**src/sv/hrf_pkg.sv**
```systemverilog
`default_nettype none
package hrf_pkg;

  // Parser phases
  typedef enum logic [3:0] {
    PH_METHOD, PH_SP1, PH_URL, PH_SP2, PH_PROTO, PH_MAJOR, PH_DOT, PH_MINOR,
    PH_CR, PH_LF, PH_HEADER, PH_BODY, PH_DONE, PH_ERROR
  } phase_t;

  // Result event codes
  localparam logic [2:0] EV_URL   = 3'd0;
  localparam logic [2:0] EV_NAME  = 3'd1;
  localparam logic [2:0] EV_VALUE = 3'd2;
  localparam logic [2:0] EV_BODY  = 3'd3;
  localparam logic [2:0] EV_RLOK  = 3'd4;
  localparam logic [2:0] EV_HDONE = 3'd5;
  localparam logic [2:0] EV_MDONE = 3'd6;
  localparam logic [2:0] EV_ERROR = 3'd7;

  // Content-Length conversion states
  localparam logic [1:0] CV_START = 2'd0;
  localparam logic [1:0] CV_SIGN  = 2'd1;
  localparam logic [1:0] CV_DIG   = 2'd2;
  localparam logic [1:0] CV_STOP  = 2'd3;

  localparam int LEN_W = 50;
  localparam logic [3:0] CL_LEN  = 4'd14;
  localparam logic [3:0] MAX_DIG = 4'd15;
  localparam logic [3:0] IDX_SAT = 4'd7;
  localparam logic [3:0] PROTO_LEN = 4'd5;

  localparam logic [7:0] CH_SP    = 8'h20;
  localparam logic [7:0] CH_CR    = 8'h0D;
  localparam logic [7:0] CH_LF    = 8'h0A;
  localparam logic [7:0] CH_COLON = 8'h3A;
  localparam logic [7:0] CH_PLUS  = 8'h2B;
  localparam logic [7:0] CH_ZERO  = 8'h30;
  localparam logic [7:0] CH_NINE  = 8'h39;
  localparam logic [7:0] CH_DOT   = 8'h2E;
  localparam logic [7:0] CH_H     = 8'h48;

  // Result queue depth in result pairs
  localparam int QDEPTH = 4;
  localparam int QAW    = 2;

  typedef struct packed {
    logic [2:0]       ev;
    logic [7:0]       data;
    logic [1:0]       meth;
    logic [3:0]       vmaj;
    logic [3:0]       vmin;
    logic [LEN_W-1:0] len;
    logic             last;
  } result_t;

  // Up to two results caused by one input beat
  typedef struct packed {
    logic [1:0] cnt;
    result_t    r1;
    result_t    r0;
  } pair_t;

  typedef struct packed {
    logic             colon;
    logic             seg;
    logic             line_any;
    logic             is_len;
    logic [3:0]       idx;
    logic [3:0]       dcnt;
    logic [1:0]       conv;
    logic [LEN_W-1:0] len;
  } hdr_t;

  typedef struct packed {
    hdr_t       st;
    logic       err;
    logic       emit;
    logic [2:0] ev;
  } hdr_out_t;

  function automatic logic [7:0] cl_char(input logic [3:0] i);
    logic [7:0] c;
    case (i)
      4'd0: c = "C";  4'd1: c = "o";  4'd2: c = "n";  4'd3: c = "t";
      4'd4: c = "e";  4'd5: c = "n";  4'd6: c = "t";  4'd7: c = "-";
      4'd8: c = "L";  4'd9: c = "e";  4'd10: c = "n"; 4'd11: c = "g";
      4'd12: c = "t"; 4'd13: c = "h";
      default: c = 8'h00;
    endcase
    return c;
  endfunction

  function automatic logic [7:0] proto_char(input logic [3:0] i);
    logic [7:0] c;
    case (i)
      4'd0: c = "H"; 4'd1: c = "T"; 4'd2: c = "T"; 4'd3: c = "P"; 4'd4: c = "/";
      default: c = 8'h00;
    endcase
    return c;
  endfunction

  function automatic logic [3:0] meth_len(input logic [1:0] k);
    logic [3:0] l;
    case (k)
      2'd0: l = 4'd3;
      2'd1: l = 4'd4;
      2'd2: l = 4'd3;
      default: l = 4'd6;
    endcase
    return l;
  endfunction

  function automatic logic [7:0] meth_char(input logic [1:0] k, input logic [3:0] i);
    logic [7:0] c;
    c = 8'h00;
    case (k)
      2'd0: case (i) 4'd0: c = "G"; 4'd1: c = "E"; 4'd2: c = "T"; default: c = 8'h00; endcase
      2'd1: case (i) 4'd0: c = "P"; 4'd1: c = "O"; 4'd2: c = "S"; 4'd3: c = "T";
              default: c = 8'h00; endcase
      2'd2: case (i) 4'd0: c = "P"; 4'd1: c = "U"; 4'd2: c = "T"; default: c = 8'h00; endcase
      default: case (i)
              4'd0: c = "D"; 4'd1: c = "E"; 4'd2: c = "L"; 4'd3: c = "E"; 4'd4: c = "T";
              4'd5: c = "E"; default: c = 8'h00; endcase
    endcase
    return c;
  endfunction

  function automatic logic is_digit(input logic [7:0] b);
    return (b >= CH_ZERO) && (b <= CH_NINE);
  endfunction

  // One byte of a header line
  function automatic hdr_out_t hdr_byte(input hdr_t s, input logic [7:0] b);
    hdr_out_t o;
    logic [LEN_W-1:0] base;
    logic [7:0] d;
    o = '0;
    o.st = s;
    o.ev = EV_NAME;
    o.st.line_any = 1'b1;
    d = b - CH_ZERO;
    base = (s.conv == CV_DIG) ? s.len : '0;
    if (b == CH_COLON) begin
      if (s.colon) begin
        o.err = 1'b1;
      end else begin
        o.st.colon  = 1'b1;
        o.st.is_len = (s.idx == CL_LEN);
        o.st.seg    = 1'b0;
      end
    end else if (!s.seg && b == CH_SP) begin
      o.emit = 1'b0;
    end else begin
      o.st.seg = 1'b1;
      o.emit   = 1'b1;
      if (!s.colon) begin
        o.ev = EV_NAME;
        if (s.idx < CL_LEN && b == cl_char(s.idx)) o.st.idx = s.idx + 4'd1;
        else o.st.idx = CL_LEN + 4'd1;
      end else begin
        o.ev = EV_VALUE;
        if (s.is_len && s.conv != CV_STOP && s.dcnt < MAX_DIG) begin
          o.st.dcnt = s.dcnt + 4'd1;
          if (is_digit(b)) begin
            o.st.conv = CV_DIG;
            o.st.len  = {base[LEN_W-4:0], 3'b000} + {base[LEN_W-2:0], 1'b0}
                      + {{(LEN_W-4){1'b0}}, d[3:0]};
          end else if (b == CH_PLUS && s.conv == CV_START) begin
            o.st.conv = CV_SIGN;
          end else begin
            o.st.conv = CV_STOP;
          end
        end
      end
    end
    return o;
  endfunction

  function automatic pair_t add_res(input pair_t p, input result_t r);
    pair_t q;
    q = p;
    if (p.cnt == 2'd0) q.r0 = r;
    else q.r1 = r;
    q.cnt = p.cnt + 2'd1;
    return q;
  endfunction

  function automatic result_t mk_res(input logic [2:0] ev, input logic [7:0] data,
                                     input logic [1:0] meth, input logic [7:0] ver,
                                     input logic [LEN_W-1:0] len);
    result_t r;
    r.ev   = ev;
    r.data = data;
    r.meth = meth;
    r.vmaj = ver[7:4];
    r.vmin = ver[3:0];
    r.len  = len;
    r.last = 1'b0;
    return r;
  endfunction

endpackage
`default_nettype wire

```
**src/sv/hrf_parser.sv**
```systemverilog
`default_nettype none
module hrf_parser (
  input  wire logic           clk,
  input  wire logic           rst_n,
  input  wire logic           acc,
  input  wire logic [7:0]     byte_in,
  output hrf_pkg::pair_t      pair_o
);

  hrf_pkg::phase_t phase_r, phase_nxt;
  logic [3:0] mm_r, mm_nxt;
  logic [3:0] idx_r, idx_nxt;
  logic       held_r, held_nxt;
  logic [7:0] ver_r, ver_nxt;
  logic [1:0] meth_r, meth_nxt;
  logic [hrf_pkg::LEN_W-1:0] rem_r, rem_nxt;
  hrf_pkg::hdr_t hdr_r, hdr_nxt;

  hrf_pkg::pair_t   p;
  hrf_pkg::hdr_out_t h1, h2;
  hrf_pkg::hdr_t    hclr;
  logic [1:0] fk;
  logic       found;
  logic       ctl;
  logic       go_on;

  assign ctl = (byte_in == hrf_pkg::CH_CR) || (byte_in == hrf_pkg::CH_LF);

  // Per-beat decode: next state and up to two results
  always_comb begin
    phase_nxt = phase_r;
    mm_nxt    = mm_r;
    idx_nxt   = idx_r;
    held_nxt  = held_r;
    ver_nxt   = ver_r;
    meth_nxt  = meth_r;
    rem_nxt   = rem_r;
    hdr_nxt   = hdr_r;
    p         = '0;
    found     = 1'b0;
    fk        = 2'd0;
    go_on     = 1'b1;
    hclr      = hdr_r;
    hclr.line_any = 1'b0;
    hclr.colon    = 1'b0;
    hclr.seg      = 1'b0;
    hclr.idx      = 4'd0;
    hclr.is_len   = 1'b0;
    hclr.dcnt     = 4'd0;
    hclr.conv     = hrf_pkg::CV_START;
    h1 = hrf_pkg::hdr_byte(hdr_r, 8'h0D);
    h2 = hrf_pkg::hdr_byte(held_r ? h1.st : hdr_r, byte_in);
    unique case (phase_r)
      hrf_pkg::PH_METHOD: begin
        if (byte_in == hrf_pkg::CH_SP) begin
          for (int k = 3; k >= 0; k--) begin
            if (!mm_r[k] && hrf_pkg::meth_len(2'(k)) == idx_r) begin
              found = 1'b1;
              fk    = 2'(k);
            end
          end
          if (!found) begin
            phase_nxt = hrf_pkg::PH_ERROR;
            p = hrf_pkg::add_res(p, hrf_pkg::mk_res(hrf_pkg::EV_ERROR, 8'h00, meth_r,
                                                    ver_r, hdr_r.len));
          end else begin
            meth_nxt  = fk;
            idx_nxt   = 4'd0;
            phase_nxt = hrf_pkg::PH_SP1;
          end
        end else begin
          for (int k = 0; k < 4; k++) begin
            if (idx_r >= hrf_pkg::meth_len(2'(k)) ||
                byte_in != hrf_pkg::meth_char(2'(k), idx_r))
              mm_nxt[k] = 1'b1;
          end
          if (idx_r < hrf_pkg::IDX_SAT) idx_nxt = idx_r + 4'd1;
          if (mm_nxt == 4'hF) begin
            phase_nxt = hrf_pkg::PH_ERROR;
            p = hrf_pkg::add_res(p, hrf_pkg::mk_res(hrf_pkg::EV_ERROR, 8'h00, meth_r,
                                                    ver_r, hdr_r.len));
          end
        end
      end
      hrf_pkg::PH_SP1, hrf_pkg::PH_URL: begin
        if (ctl) begin
          phase_nxt = hrf_pkg::PH_ERROR;
          p = hrf_pkg::add_res(p, hrf_pkg::mk_res(hrf_pkg::EV_ERROR, 8'h00, meth_r,
                                                  ver_r, hdr_r.len));
        end else if (byte_in == hrf_pkg::CH_SP) begin
          if (phase_r == hrf_pkg::PH_URL) phase_nxt = hrf_pkg::PH_SP2;
        end else begin
          phase_nxt = hrf_pkg::PH_URL;
          p = hrf_pkg::add_res(p, hrf_pkg::mk_res(hrf_pkg::EV_URL, byte_in, meth_r,
                                                  ver_r, hdr_r.len));
        end
      end
      hrf_pkg::PH_SP2: begin
        if (byte_in == hrf_pkg::CH_H) begin
          idx_nxt   = 4'd1;
          phase_nxt = hrf_pkg::PH_PROTO;
        end else if (byte_in != hrf_pkg::CH_SP) begin
          phase_nxt = hrf_pkg::PH_ERROR;
          p = hrf_pkg::add_res(p, hrf_pkg::mk_res(hrf_pkg::EV_ERROR, 8'h00, meth_r,
                                                  ver_r, hdr_r.len));
        end
      end
      hrf_pkg::PH_PROTO: begin
        if (idx_r < hrf_pkg::PROTO_LEN && byte_in == hrf_pkg::proto_char(idx_r)) begin
          idx_nxt = idx_r + 4'd1;
          if (idx_r + 4'd1 == hrf_pkg::PROTO_LEN) begin
            idx_nxt   = 4'd0;
            phase_nxt = hrf_pkg::PH_MAJOR;
          end
        end else begin
          phase_nxt = hrf_pkg::PH_ERROR;
          p = hrf_pkg::add_res(p, hrf_pkg::mk_res(hrf_pkg::EV_ERROR, 8'h00, meth_r,
                                                  ver_r, hdr_r.len));
        end
      end
      hrf_pkg::PH_MAJOR, hrf_pkg::PH_MINOR: begin
        if (hrf_pkg::is_digit(byte_in)) begin
          if (phase_r == hrf_pkg::PH_MAJOR) begin
            ver_nxt   = {4'(byte_in - hrf_pkg::CH_ZERO), 4'h0};
            phase_nxt = hrf_pkg::PH_DOT;
          end else begin
            ver_nxt   = {ver_r[7:4], 4'(byte_in - hrf_pkg::CH_ZERO)};
            phase_nxt = hrf_pkg::PH_CR;
          end
        end else begin
          phase_nxt = hrf_pkg::PH_ERROR;
          p = hrf_pkg::add_res(p, hrf_pkg::mk_res(hrf_pkg::EV_ERROR, 8'h00, meth_r,
                                                  ver_r, hdr_r.len));
        end
      end
      hrf_pkg::PH_DOT, hrf_pkg::PH_CR: begin
        if ((phase_r == hrf_pkg::PH_DOT && byte_in == hrf_pkg::CH_DOT) ||
            (phase_r == hrf_pkg::PH_CR && byte_in == hrf_pkg::CH_CR)) begin
          phase_nxt = (phase_r == hrf_pkg::PH_DOT) ? hrf_pkg::PH_MINOR : hrf_pkg::PH_LF;
        end else begin
          phase_nxt = hrf_pkg::PH_ERROR;
          p = hrf_pkg::add_res(p, hrf_pkg::mk_res(hrf_pkg::EV_ERROR, 8'h00, meth_r,
                                                  ver_r, hdr_r.len));
        end
      end
      hrf_pkg::PH_LF: begin
        phase_nxt = hrf_pkg::PH_ERROR;
        if (byte_in == hrf_pkg::CH_LF) begin
          phase_nxt = hrf_pkg::PH_HEADER;
          hdr_nxt   = hclr;
          p = hrf_pkg::add_res(p, hrf_pkg::mk_res(hrf_pkg::EV_RLOK, 8'h00, meth_r,
                                                  ver_r, hdr_r.len));
        end else begin
          p = hrf_pkg::add_res(p, hrf_pkg::mk_res(hrf_pkg::EV_ERROR, 8'h00, meth_r,
                                                  ver_r, hdr_r.len));
        end
      end
      hrf_pkg::PH_HEADER: begin
        if (held_r) begin
          held_nxt = 1'b0;
          if (byte_in == hrf_pkg::CH_LF) begin
            go_on = 1'b0;
            // end of line
            if (!hdr_r.line_any) begin
              rem_nxt = hdr_r.len;
              p = hrf_pkg::add_res(p, hrf_pkg::mk_res(hrf_pkg::EV_HDONE, 8'h00, meth_r,
                                                      ver_r, hdr_r.len));
              if (hdr_r.len == '0) begin
                phase_nxt = hrf_pkg::PH_DONE;
                p = hrf_pkg::add_res(p, hrf_pkg::mk_res(hrf_pkg::EV_MDONE, 8'h00, meth_r,
                                                        ver_r, hdr_r.len));
              end else begin
                phase_nxt = hrf_pkg::PH_BODY;
              end
            end else if (!hdr_r.colon || !hdr_r.seg) begin
              phase_nxt = hrf_pkg::PH_ERROR;
              p = hrf_pkg::add_res(p, hrf_pkg::mk_res(hrf_pkg::EV_ERROR, 8'h00, meth_r,
                                                      ver_r, hdr_r.len));
            end else begin
              hdr_nxt = hclr;
            end
          end else begin
            // lone CR is a line byte
            hdr_nxt = h1.st;
            if (h1.err) begin
              go_on     = 1'b0;
              phase_nxt = hrf_pkg::PH_ERROR;
              p = hrf_pkg::add_res(p, hrf_pkg::mk_res(hrf_pkg::EV_ERROR, 8'h00, meth_r,
                                                      ver_r, hdr_r.len));
            end else if (h1.emit) begin
              p = hrf_pkg::add_res(p, hrf_pkg::mk_res(h1.ev, 8'h0D, meth_r,
                                                      ver_r, h1.st.len));
            end
          end
        end
        if (go_on) begin
          if (byte_in == hrf_pkg::CH_CR) begin
            held_nxt = 1'b1;
          end else begin
            hdr_nxt = h2.st;
            if (h2.err) begin
              hdr_nxt   = held_r ? h1.st : hdr_r;
              phase_nxt = hrf_pkg::PH_ERROR;
              p = hrf_pkg::add_res(p, hrf_pkg::mk_res(hrf_pkg::EV_ERROR, 8'h00, meth_r,
                                                      ver_r, hdr_nxt.len));
            end else if (h2.emit) begin
              p = hrf_pkg::add_res(p, hrf_pkg::mk_res(h2.ev, byte_in, meth_r,
                                                      ver_r, h2.st.len));
            end
          end
        end
      end
      hrf_pkg::PH_BODY: begin
        p = hrf_pkg::add_res(p, hrf_pkg::mk_res(hrf_pkg::EV_BODY, byte_in, meth_r,
                                                ver_r, hdr_r.len));
        if (rem_r != '0) rem_nxt = rem_r - (hrf_pkg::LEN_W)'(1);
        if (rem_nxt == '0) begin
          phase_nxt = hrf_pkg::PH_DONE;
          p = hrf_pkg::add_res(p, hrf_pkg::mk_res(hrf_pkg::EV_MDONE, 8'h00, meth_r,
                                                  ver_r, hdr_r.len));
        end
      end
      default: begin
        phase_nxt = phase_r;
      end
    endcase
    // mark the final result of the beat
    if (p.cnt == 2'd1) p.r0.last = 1'b1;
    else if (p.cnt == 2'd2) p.r1.last = 1'b1;
  end

  assign pair_o = p;

  always_ff @(posedge clk) begin
    if (!rst_n) begin
      phase_r <= hrf_pkg::PH_METHOD;
      mm_r    <= '0;
      idx_r   <= '0;
      held_r  <= 1'b0;
      ver_r   <= '0;
      meth_r  <= '0;
      rem_r   <= '0;
      hdr_r   <= '0;
    end else if (acc) begin
      phase_r <= phase_nxt;
      mm_r    <= mm_nxt;
      idx_r   <= idx_nxt;
      held_r  <= held_nxt;
      ver_r   <= ver_nxt;
      meth_r  <= meth_nxt;
      rem_r   <= rem_nxt;
      hdr_r   <= hdr_nxt;
    end
  end

endmodule
`default_nettype wire

```
**src/sv/hrf_queue.sv**
```systemverilog
`default_nettype none
module hrf_queue (
  input  wire logic     clk,
  input  wire logic     rst_n,
  input  wire logic     wr,
  input  wire hrf_pkg::pair_t wdata,
  input  wire logic     rd,
  output hrf_pkg::pair_t rdata,
  output logic          full,
  output logic          empty
);

  hrf_pkg::pair_t mem_r [hrf_pkg::QDEPTH];
  logic [hrf_pkg::QAW-1:0] wp_r, rp_r;
  logic [hrf_pkg::QAW:0]   cnt_r, cnt_nxt;

  assign full  = (cnt_r == (hrf_pkg::QAW+1)'(hrf_pkg::QDEPTH));
  assign empty = (cnt_r == '0);
  assign rdata = mem_r[rp_r];

  // occupancy
  always_comb begin
    cnt_nxt = cnt_r;
    if (wr && !rd) cnt_nxt = cnt_r + (hrf_pkg::QAW+1)'(1);
    else if (rd && !wr) cnt_nxt = cnt_r - (hrf_pkg::QAW+1)'(1);
  end

  always_ff @(posedge clk) begin
    if (!rst_n) begin
      wp_r  <= '0;
      rp_r  <= '0;
      cnt_r <= '0;
    end else begin
      if (wr) wp_r <= wp_r + (hrf_pkg::QAW)'(1);
      if (rd) rp_r <= rp_r + (hrf_pkg::QAW)'(1);
      cnt_r <= cnt_nxt;
    end
  end

  // storage
  always_ff @(posedge clk) begin
    if (wr) mem_r[wp_r] <= wdata;
  end

endmodule
`default_nettype wire

```
**src/sv/hrf_unpack.sv**
```systemverilog
`default_nettype none
module hrf_unpack (
  input  wire logic      clk,
  input  wire logic      rst_n,
  input  wire hrf_pkg::pair_t head,
  input  wire logic      q_empty,
  output logic           q_rd,
  input  wire logic      pop,
  output hrf_pkg::result_t res
);

  logic sel_r, sel_nxt;
  logic last_of;
  logic take;

  // second slot is the last when present
  assign last_of = sel_r || (head.cnt == 2'd1);
  assign take    = pop && !q_empty;
  assign q_rd    = take && last_of;
  assign res     = sel_r ? head.r1 : head.r0;

  always_comb begin
    sel_nxt = sel_r;
    if (take) sel_nxt = !last_of;
  end

  always_ff @(posedge clk) begin
    if (!rst_n) sel_r <= 1'b0;
    else sel_r <= sel_nxt;
  end

endmodule
`default_nettype wire

```
**src/sv/http_request_framer.sv**
```systemverilog
// HTTP request framer.
// Input channel: one request byte per beat on in_byte_in, taken when push
// is high and full is low. Result channel: event beats with url, header
// name/value and body bytes plus progress events; the oldest result sits on
// the out_ ports while empty is low and is taken when pop is high.
// A byte's results are registered in the result queue when the byte is
// taken. Throughput: one byte per cycle while full is low; a byte yields
// zero to two results, and the result side drains one result per cycle
// while pop is high, so a stream of two-result bytes fills the four-entry
// result queue and full then rises. The decoder is combinational; the
// queue depth and the one-result-per-cycle drain set the sustained figure.
// out_last marks the final result caused by one input byte.
// Reset (rst_n low, synchronous) returns the parser to the start of a
// request and empties the result queue.
// A stalled receiver (pop low) holds the current result steady; bytes keep
// being taken until the queue fills.
`default_nettype none
module http_request_framer (
  input  wire logic        clk,
  input  wire logic        rst_n,
  input  wire logic        push,
  output logic             full,
  input  wire logic [7:0]  in_byte_in,
  output logic             empty,
  input  wire logic        pop,
  output logic [2:0]       out_event_res,
  output logic [7:0]       out_data_byte,
  output logic [1:0]       out_method_code,
  output logic [3:0]       out_version_major,
  output logic [3:0]       out_version_minor,
  output logic [49:0]      out_body_length,
  output logic             out_last
);

  hrf_pkg::pair_t   pair, head;
  hrf_pkg::result_t res;
  logic acc, q_rd, q_full, q_empty;

  assign acc   = push && !q_full;
  assign full  = q_full;
  assign empty = q_empty;

  // front: byte decoder
  hrf_parser u_parser (
    .clk     (clk),
    .rst_n   (rst_n),
    .acc     (acc),
    .byte_in (in_byte_in),
    .pair_o  (pair)
  );

  // result queue between front and back
  hrf_queue u_queue (
    .clk   (clk),
    .rst_n (rst_n),
    .wr    (acc && (pair.cnt != 2'd0)),
    .wdata (pair),
    .rd    (q_rd),
    .rdata (head),
    .full  (q_full),
    .empty (q_empty)
  );

  // back: one result per beat
  hrf_unpack u_unpack (
    .clk     (clk),
    .rst_n   (rst_n),
    .head    (head),
    .q_empty (q_empty),
    .q_rd    (q_rd),
    .pop     (pop),
    .res     (res)
  );

  assign out_event_res     = res.ev;
  assign out_data_byte     = res.data;
  assign out_method_code   = res.meth;
  assign out_version_major = res.vmaj;
  assign out_version_minor = res.vmin;
  assign out_body_length   = res.len;
  assign out_last          = res.last;

endmodule
`default_nettype wire
```
**config.mk**
```make
export PLATFORM = sky130hd
export DESIGN_NAME = http_request_framer
export DESIGN_NICKNAME = d
export VERILOG_FILES = /design/src/sv/hrf_pkg.sv /design/src/sv/hrf_parser.sv /design/src/sv/hrf_queue.sv /design/src/sv/hrf_unpack.sv /design/src/sv/http_request_framer.sv
export SDC_FILE = /design/constraint.sdc
export NUM_CORES = 1
export LEC_CHECK = 0
export BUFFER_PORTS_ARGS = -buffer_cell sky130_fd_sc_hd__buf_2
export CORE_MARGIN = 2
export CORE_UTILIZATION = 57
export DETAILED_ROUTE_END_ITERATION = 8
export PLACE_DENSITY = 0.81
export SETUP_SLACK_MARGIN = 0.02
export SKIP_CTS_REPAIR_TIMING = 1
export SLEW_MARGIN = 25
export SYNTH_ARGS = -nofsm -noshare
export SYNTH_HDL_FRONTEND = slang
export SYNTH_SLANG_ARGS = --single-unit
```
**constraint.sdc**
```tcl
create_clock -name clk -period 7.3 [get_ports clk]
set_input_delay 1.46 -clock clk [delete_from_list [all_inputs] [get_ports clk]]
set_output_delay 1.46 -clock clk [all_outputs]
set_load 0.02 [all_outputs]
```
After elaboration in Yosys (flattened, before gate mapping) --
Memories as Yosys holds them, arrays and structs flattened. A register that Yosys moved wholly into a read port is not among the register bits. Index checks and enable logic that the tools add are counted.
Cells by class: multiplexer cells 172, bitwise logic cells 2, multiply operators 0, reductions and logical operators 72, $lt $le $gt $ge 11, add/sub/neg operators 14, divide/modulo/power cells 0, eq/ne operators 58, shift-type cells 0
Operators by type and width (number):
- $mux W146 | 12
- $pmux W146 S9 | 1
- $mux W145 | 9
- $mux W64 | 8
- $mux W72 | 5
- $mux W50 | 6
- $mux W4 | 48
- $pmux W64 S2 | 1
- $mux W60 | 2
- $mux W56 | 2
- $mux W8 | 13
- $logic_not A50 Y1 | 2
- $pmux W50 S2 | 1
- $pmux W7 S4 | 3
- $mux W71 | 1
- $mux W63 | 1
- $add A50 B4 Y50 | 1
- $add A50 B50 Y50 | 1
- $reduce_bool A50 Y1 | 1
- $sub A50 B1 Y50 const B | 1
- $mux W49 | 1
- $pmux W7 S3 | 2
- $mux W1 | 37
- $pmux W4 S9 | 1
- other kinds (54) | 169
Storage, ports and cells: ROM bits 224, register bits 145, memories 3, input bits 12, output and inout port bits 74, bits in writable memories 584, bits in latches 0
Memories:
- u_queue.mem_r | depth 4, bits a word 146, rd ports 1, clocked after memory_dff 1, wr ports 1, RTL line hrf_queue.sv:13 | hrf_pkg::pair_t mem_r [hrf_pkg::QDEPTH];
- (no name shown) | depth 16, bits a word 7, rd ports 1, clocked after memory_dff 1, wr ports 0, RTL line hrf_pkg.sv:83 | case (i)
- (no name shown) | depth 16, bits a word 7, rd ports 1, clocked after memory_dff 0, wr ports 0, RTL line hrf_pkg.sv:83

Logic depth before layout (Yosys ltp) --
Gate-level depths: netlist of run 1.
word-level depth 28, depth in mapped cells 23, mapped depth without buffers 21

Cells and area by module --
Synthesis of run 1 repeated with hierarchy kept, for this count alone.
Second synthesis, totals: cell total of the unflattened synthesis 3386, area total of the unflattened synthesis 39220.1 µm²
Modules (own cells, without submodules):
- hrf_queue | cells each 805, area each 21494.4 µm², seq. area each 17717.0 µm², instances 1
- hrf_parser | cells each 2491, area each 16777.3 µm², seq. area each 2882.8 µm², instances 1
- hrf_unpack | cells each 88, area each 927.1 µm², seq. area each 20.0 µm², instances 1
- http_request_framer | cells each 2, area each 21.3 µm², seq. area each 0.0 µm², instances 1

Worst setup path before layout of run 1 --
No wires, ideal clock.
path kind input to register, from input in_byte_in[4], to memory u_queue.mem_r[1][0] (netlist bit) (enable), data required time 6.777 ns, library setup time 0.523 ns, data arrival time 7.205 ns, setup slack -0.428 ns, stages on the path 12, cells stage by stage clkbuf_1 > nand2b_1 > nor4_1 > o21ai_0 > or3_1 > a21oi_1 > nor3b_1 > o21ai_1 > a221oi_1 > and2_1 > a21oi_1 > and2_1
On the way: word-level cells in the longest chain between the ends 14, elaborated cells between the ends (all ways) 66, classes of those cells add/sub (1); order compare (2); eq/ne (13); mux (37); reduce/logical (13)
Ends and longest elaborated chain:
- start, declared | RTL line http_request_framer.sv:23 | input wire logic [7:0] in_byte_in,
- $eq A8 B4 Y1 | RTL line hrf_parser.sv:27, hrf_parser.sv:161
- $mux W146 | RTL line hrf_parser.sv:161 | if (byte_in == hrf_pkg::CH_LF) begin
- $mux W146 | RTL line hrf_parser.sv:159 | if (held_r) begin
- $mux W146 | RTL line hrf_parser.sv:53 | unique case (phase_r)
- $add A2 B1 Y2 | RTL line hrf_pkg.sv:184 | q.cnt = p.cnt + 2'd1;
- $mux W146 | RTL line hrf_parser.sv:206 | end else if (h2.emit) begin
- $mux W146 | RTL line hrf_parser.sv:201 | if (h2.err) begin
- $mux W146 | RTL line hrf_parser.sv:197 | if (byte_in == hrf_pkg::CH_CR) begin
- $mux W146 | RTL line hrf_parser.sv:196 | if (go_on) begin
- $pmux W146 S9 * | RTL line hrf_parser.sv:53
- $reduce_bool A2 Y1 * | RTL line http_request_framer.sv:56 | .wr (acc && (pair.cnt != 2'd0)),
- $logic_and A1 B1 Y1 * | RTL line http_request_framer.sv:56
- named net u_queue.wr | RTL line hrf_queue.sv:5 | input wire logic wr,
- $mux W1 * | RTL line hrf_queue.sv:42 | if (wr) mem_r[wp_r] <= wdata;
- $mux W1 (implied by the code) * | RTL line hrf_queue.sv:42
- end, declared | RTL line hrf_queue.sv:13
The timed path passes the listed nets; every way through them passes the cells marked *. The select of a mux whose other input is x is not followed.

==> impl_metrics.tcl, run 1 <==
set metrics [dict create \
    synthTopCellsByCount "edfxtp_1 (584), nor2_1 (250), nand2_1 (249)" \
    drc_errors 0 \
    p_total_w 0.01280 \
    worst_slew_pin_slew_ns 1.171 \
    synth_area_leaders "edfxtp_1 (47%), mux4_2 (8.6%), dfxtp_1 (8.2%)" \
    syn_inst 3094 \
    diodes 0 \
    worstPathCellList "ha_1 > a31oi_1 > nand2_1 > nand2b_1 > nor2_2 > buf_4 > and2_1 > ha_1 > ha_1 > a21oi_1 > o21ai_0 > nand3_1 > a31o_2 > or3_1 > a31oi_1 > nor2_1 > o21ai_0 > xor2_1 > mux2i_1 > o21ai_0" \
    yosysTopAreaCellShare 0.4661 \
    placed_cell_area_um2 39040 \
    fin_skew_ns 0.03727 \
    synth_top_family_by_area "simple AND/OR/NAND/NOR gates" \
    antenna_found_initial 0 \
    wl_per_cell_um 25.64 \
    setup_tns_ns 0 \
    yosys.area_share.xor_xnor 0.02025 \
    vias 26870 \
    r2r_cells 20 \
    clockPowerShare 0.300 \
    cp_slowest_stage_delay_ns 0.48 \
    power.leakage_nw 14.63 \
    synth_nets 3228 \
    drv_cap 0 \
    cts.root.buffer_cell "clkbuf_16" \
    die_w_um 260.9 \
    fillCellCount 4800 \
    final_max_slew_viol_count 0 \
    slowest_stage "o21ai_0" \
    syn2layout_area_growth_pct 10.47 \
    firstDrtPassIters 6 \
    cts_buffer_depth 3 \
    multi_input_area_um2 16160 \
    grt_overflow 0 \
    ant_nets 0 \
    min_period_over_period 0.8514 \
    crit_required_ns 7.66 \
    whs_path_depth 2 \
    clk_pin_slew_ns 0.06 \
    arrival_ns 6.58 \
    clk_latency_ns 0.64 \
    ir_drop_mv 0.2185 \
    async_flop_share 0 \
    combPwrFrac 0.264 \
    setup_viol 0 \
    hold_class "reg2reg" \
    met1_length_um 39550 \
    path_buf_inv 1 \
    ys_seq_area_frac 0.5481 \
    syn_area_per_cell_um2 12.16 \
    final_area_um2 41560 \
    h-tree-depth 3 \
    status "finished, final reports clean" \
    grt_pass1_wl_um 158900 \
    die_h_um 260.9 \
    synth_cell_types 100 \
    io_pins 86 \
    cp.depth 20 \
    postRouteWirelength_um 103900 \
    initial_core_util 0.5743 \
    synth.ff_latch_count 738 \
    hold_viol_final 0 \
    clock-sinks 738 \
    dr_wl_met2_um 51770 \
    muxShareOfSynthArea 0.1143 \
    track_usage 0.3063 \
    layout-drive-gt1-share 0.1712 \
    fin_nets 3261 \
    first_global_vias 26740 \
    endpoint_kind "flip-flop" \
    wl_met3_um 7460 \
    relSlewSlack 0.2193 \
    yosysWarnings 0 \
    p_seq_frac 0.436 \
    synthAdderAreaFrac 0.04097 \
    critPathMaxFanout 50 \
    synthSimpleGateAreaFrac 0.1259 \
    rsz0062_at_grt "no" \
    top_layer "met4" \
    crit_family "compound AO/OA/AOI/OAI gates" \
    swShare 0.3131 \
    crit_type "reg2reg" \
    drt-initial-drc-count 2856 \
    cts_tree "yes" \
    core-area_um2 65510 \
    numCtsBuffers 77 \
    synth_area_um2 37620 \
    ys.flop_type "edfxtp_1" \
    grt_start_max_net_pins 100 \
    regArea_um2 20630 \
    dieArea_um2 68070 \
    start_kind "flip-flop" \
    power_density_nw_per_um2 307.9 \
    p_switching_w 0.004006 \
    io_buffers 85 \
    timing.fmax_mhz 160.9 \
    routabilityCongestion 0.9708 \
    synth_area_leader_cell "edfxtp_1" \
    synth-compound-area-share 0.1255 \
    post-dp-hpwl_um 69570 \
    p_int_w 0.008790 \
    yosysMostFrequentCell "edfxtp_1" \
    min_period_ns 6.215 \
    vias_per_cell 6.628 \
    synth-edff-count 584 \
    rows 94 \
]
## power groups by stage
stage          Combinational (W)  Sequential, W  Clock [W]
6_report                 0.00338        0.00558    0.00383
5_1_grt                  0.00360        0.00563    0.00404
4_1_cts                  0.00341        0.00558    0.00388
3_5_place_dp             0.00337        0.00565          0
3_3_place_gp             0.00331        0.00558          0
2_1_floorplan            0.00241        0.00547          0
## per-layer routing
layer  up-vias  track usage
li1      11980            -
met1     13300       0.3814
met2      1304       0.5250
met3       290      0.04565
met4         0       0.1505
met5         -            0
## worst register-to-register path, cell delays in order (launching register included)
cell and delay [ns]:
dfxtp_1 0.41, ha_1 0.21, a31oi_1 0.13, nand2_1 0.27, nand2b_1 0.26, nor2_2 0.17
buf_4 0.41, and2_1 0.32, ha_1 0.27, ha_1 0.32, a21oi_1 0.18, o21ai_0 0.48
nand3_1 0.20, a31o_2 0.34, or3_1 0.38, a31oi_1 0.21, nor2_1 0.12, o21ai_0 0.41
xor2_1 0.29, mux2i_1 0.13, o21ai_0 0.45
## kinds of logic (layout without fill, tap and decap cells)
logic type | count (synthesis) | count (layout)
compound gates | 715 | 715
simple gates | 954 | 954
xor+xnor | 87 | 87
fa+ha+maj | 122 | 122
flops | 738 | 738
mux | 240 | 240
buf+inv | 238 | 334
## cell usage in the layout, fill, tap and decap left out, types with 52 or more instances in the layout
cell type and count:
mux2_2 77, o21ai_0 169, edfxtp_1 584, and2_1 79, nor2_1 248, nor3_1 67, a22o_1 78, dfxtp_1 151
ha_1 120, nand3_1 63, nand2_1 248, buf_2 85, clkbuf_16 78, mux4_2 144, buf_4 52, a21oi_1 188
xnor2_1 52
## sequential cells by signal, summed over array words and instances, names as in the netlist, named ones only
signal,flops
u_parser.h1,52
u_parser.hdr_r,12
u_parser.held_r,1
u_parser.idx_r,4
u_parser.meth_r,2
u_parser.mm_r,4
u_parser.phase_r,4
u_parser.rem_r,50
u_parser.ver_r,8
u_queue.cnt_r,3
u_queue.mem_r,584
u_queue.rp_r,2
u_queue.wp_r,2
u_unpack.sel_r,1
## layout make-up
class | count | area share
clock inverter | 49 | 0.01075
multi-input combinational | 2118 | 0.3889
inverter | 44 | 0.004034
sequential | 738 | 0.4964
tap | 864 | 0.02601
timing repair buffer | 148 | 0.02511
clock buffer | 93 | 0.04880
## path summary, 6_finish.rpt
check	start	end	slack, ns
max	u_parser.hdr_r[52]$_SDFFE_PN0P_	u_queue.mem_r[3][114]$_DFFE_PP_	1.09
min	u_parser.ver_r[2]$_SDFFE_PN0P_	u_parser.ver_r[2]$_SDFFE_PN0P_	0.47
min reg2reg	u_parser.ver_r[2]$_SDFFE_PN0P_	u_parser.ver_r[2]$_SDFFE_PN0P_	0.47
max reg2reg	u_parser.hdr_r[52]$_SDFFE_PN0P_	u_queue.mem_r[3][114]$_DFFE_PP_	1.09
## metrics by stage
stage	util	std cells	hold slack [ns]	setup slack (ns)
6_report	0.6344	4054	0.4661	1.085
5_1_grt	0.6344	4054	0.4897	0.7486
4_1_cts	0.6338	4053	0.4706	1.268
3_5_place_dp	0.5960	3911	0.4616	1.174
3_3_place_gp	0.5960	3911	0.4617	1.357
2_1_floorplan	-	3094	0.4358	1.178
Power figures use the tool's default switching activity.
==> run 2, diff against run 1 <==
CELL_PAD_IN_SITES_DETAIL_PLACEMENT = 1   (was not set)
CELL_PAD_IN_SITES_GLOBAL_PLACEMENT = 1   (was not set)
CORE_MARGIN = not set   (was 2)
CORE_UTILIZATION = 47   (was 57)
PLACE_DENSITY = not set   (was 0.81)
PLACE_DENSITY_LB_ADDON = 0.1   (was not set)
==> run 2 against run 1 <==
  * Sequential power down 1%
  * Core utilization is 10 points lower
  * Final cell count grew 5.2%
  * Fmax shrank 4.7%
  * Clock power grew 9.7%
  * Via count fell by 1.9%
  * Largest cell class unchanged
  * Largest power group unchanged
  * Highest routed layer unchanged
==> impl_metrics.tcl, run 2 (synthesis results as in run 1) <==
set metrics [dict create \
    vias_per_cell 6.185 \
    track_usage 0.2675 \
    rsz0062_at_grt "no" \
    hold_viol_final 0 \
    h-tree-depth 3 \
    dieArea_um2 81180 \
    antenna_found_initial 0 \
    ant_nets 0 \
    layout-drive-gt1-share 0.1768 \
    path_buf_inv 0 \
    power.leakage_nw 14.83 \
    final_max_slew_viol_count 0 \
    grt_pass1_wl_um 168900 \
    relSlewSlack 0.2223 \
    min_period_ns 6.523 \
    crit_family "compound AO/OA/AOI/OAI gates" \
    regMostFlops "u_queue.mem_r" \
    hold_class "reg2reg" \
    routabilityCongestion 0.9198 \
    grt_start_max_net_pins 96 \
    wl_per_cell_um 25.39 \
    io_buffers 85 \
    numCtsBuffers 82 \
    cts_buffer_depth 3 \
    endpoint_kind "flip-flop" \
    cts_tree "yes" \
    min_period_over_period 0.8936 \
    power_density_nw_per_um2 313.3 \
    drt-initial-drc-count 1705 \
    cts.root.buffer_cell "clkbuf_16" \
    slowest_stage "nor2_2" \
    initial_core_util 0.4754 \
    critPathMaxFanout 27 \
    rows 103 \
    arrival_ns 6.90 \
    start_kind "flip-flop" \
    clk_pin_slew_ns 0.06 \
    final_common_cell "edfxtp_1" \
    die_h_um 284.9 \
    worstPathCellList "ha_1 > a31oi_1 > nand2_1 > nand2b_1 > nor2_2 > and2_1 > ha_1 > ha_1 > fa_1 > a21o_1 > nand4_1 > a21oi_1 > nor2_1 > o21ai_0 > a31oi_1 > o21ai_0 > a21bo_2 > a21oi_1 > o21ai_0 > xnor2_1 > a22o_1" \
    worst_slew_pin_slew_ns 1.152 \
    setup_tns_ns 0 \
    ir_drop_mv 0.2222 \
    diodes 0 \
    fin_nets 3279 \
    io_pins 86 \
    fin_skew_ns 0.03795 \
    first_global_vias 28140 \
    core-area_um2 79130 \
    largest_reg_flops 584 \
    firstDrtPassIters 5 \
    crit_required_ns 7.68 \
    setup_viol 0 \
    status "finished, final reports clean" \
    crit_type "reg2reg" \
    final_cell_mix "edfxtp_1 (584), nand2_1 (248), nor2_1 (246)" \
    drc_errors 0 \
    cp_slowest_stage_delay_ns 0.68 \
    clk_latency_ns 0.65 \
    syn2layout_area_growth_pct 12.05 \
    vias 26370 \
    drv_cap 0 \
    grt_overflow 0 \
    timing.fmax_mhz 153.3 \
    fin_util 0.5327 \
    clock-sinks 738 \
    post-dp-hpwl_um 74040 \
    die_w_um 284.9 \
    postRouteWirelength_um 108300 \
]
==> run 2: changes by cell type in the layout (fill, tap and decap cells not counted), moves of 3 or more <==
cell,change
buf_4,+13
bufinv_16,+5
clkbuf_16,+4
clkinv_2,+4
clkinv_4,-3
==> run 2: path summary, 6_finish.rpt <==
check | cells after the start | slack [ns] | end | startpoint
min reg2reg | 2 | 0.49 | u_parser.rem_r[48]$_SDFFE_PN0P_ | u_parser.rem_r[48]$_SDFFE_PN0P_
min | 2 | 0.49 | u_parser.rem_r[48]$_SDFFE_PN0P_ | u_parser.rem_r[48]$_SDFFE_PN0P_
max reg2reg | 21 | 0.78 | u_queue.mem_r[1][45]$_DFFE_PP_ | u_parser.hdr_r[52]$_SDFFE_PN0P_
max | 21 | 0.78 | u_queue.mem_r[1][45]$_DFFE_PP_ | u_parser.hdr_r[52]$_SDFFE_PN0P_
==> run 2: worst reg2reg max path: stages (launching register included) <==
cell,delay (ns)
dfxtp_1,0.43
ha_1,0.21
a31oi_1,0.15
nand2_1,0.29
nand2b_1,0.21
nor2_2,0.68
and2_1,0.27
ha_1,0.25
ha_1,0.22
fa_1,0.47
a21o_1,0.19
nand4_1,0.13
a21oi_1,0.10
nor2_1,0.26
o21ai_0,0.33
a31oi_1,0.53
o21ai_0,0.29
a21bo_2,0.30
a21oi_1,0.28
o21ai_0,0.22
xnor2_1,0.20
a22o_1,0.27
==> run 2: metal layers <==
layer  vias to the layer above  global-route usage  wire (µm)
li1                      12010                   -          -
met1                     13710              0.3561      47180
met2                       515              0.4682      55170
met3                       133             0.02840       3602
met4                         0             0.06618       2303
met5                         -                   0          0
==> run 2: stage by stage <==
| step | instances | hold slack [ns] | power, W | setup WS, ns | area [µm²] |
|---|---|---|---|---|---|
| floorplan | 3094 | 0.4358 | 0.007880 | 1.178 | 37630 |
| global placement | 4111 | 0.4761 | 0.009026 | 1.062 | 39390 |
| detailed placement | 4111 | 0.4855 | 0.009140 | 0.8507 | 39390 |
| CTS | 4263 | 0.4938 | 0.01336 | 0.8188 | 42150 |
| global route | 4263 | 0.5111 | 0.01374 | 0.3805 | 42160 |
| finish | 4263 | 0.4902 | 0.01321 | 0.7768 | 42160 |
==> run 2: cell type report <==
type / count / area (µm²)
clock inverter: 56 / 640.6
tap: 1050 / 1314
inverter: 44 / 167.7
sequential: 738 / 20630
clock buffer: 96 / 2125
multi-input combinational: 2118 / 16140
timing repair buffer: 161 / 1134
fill: 8073 / 36970
==> run 2: power by group <==
group	switching [W]	leakage, nW	internal [W]	total, W
clock	0.00176	1.33	0.00244	0.00420
combinational	0.00206	7.03	0.00143	0.00350
sequential	0.000263	6.47	0.00525	0.00551
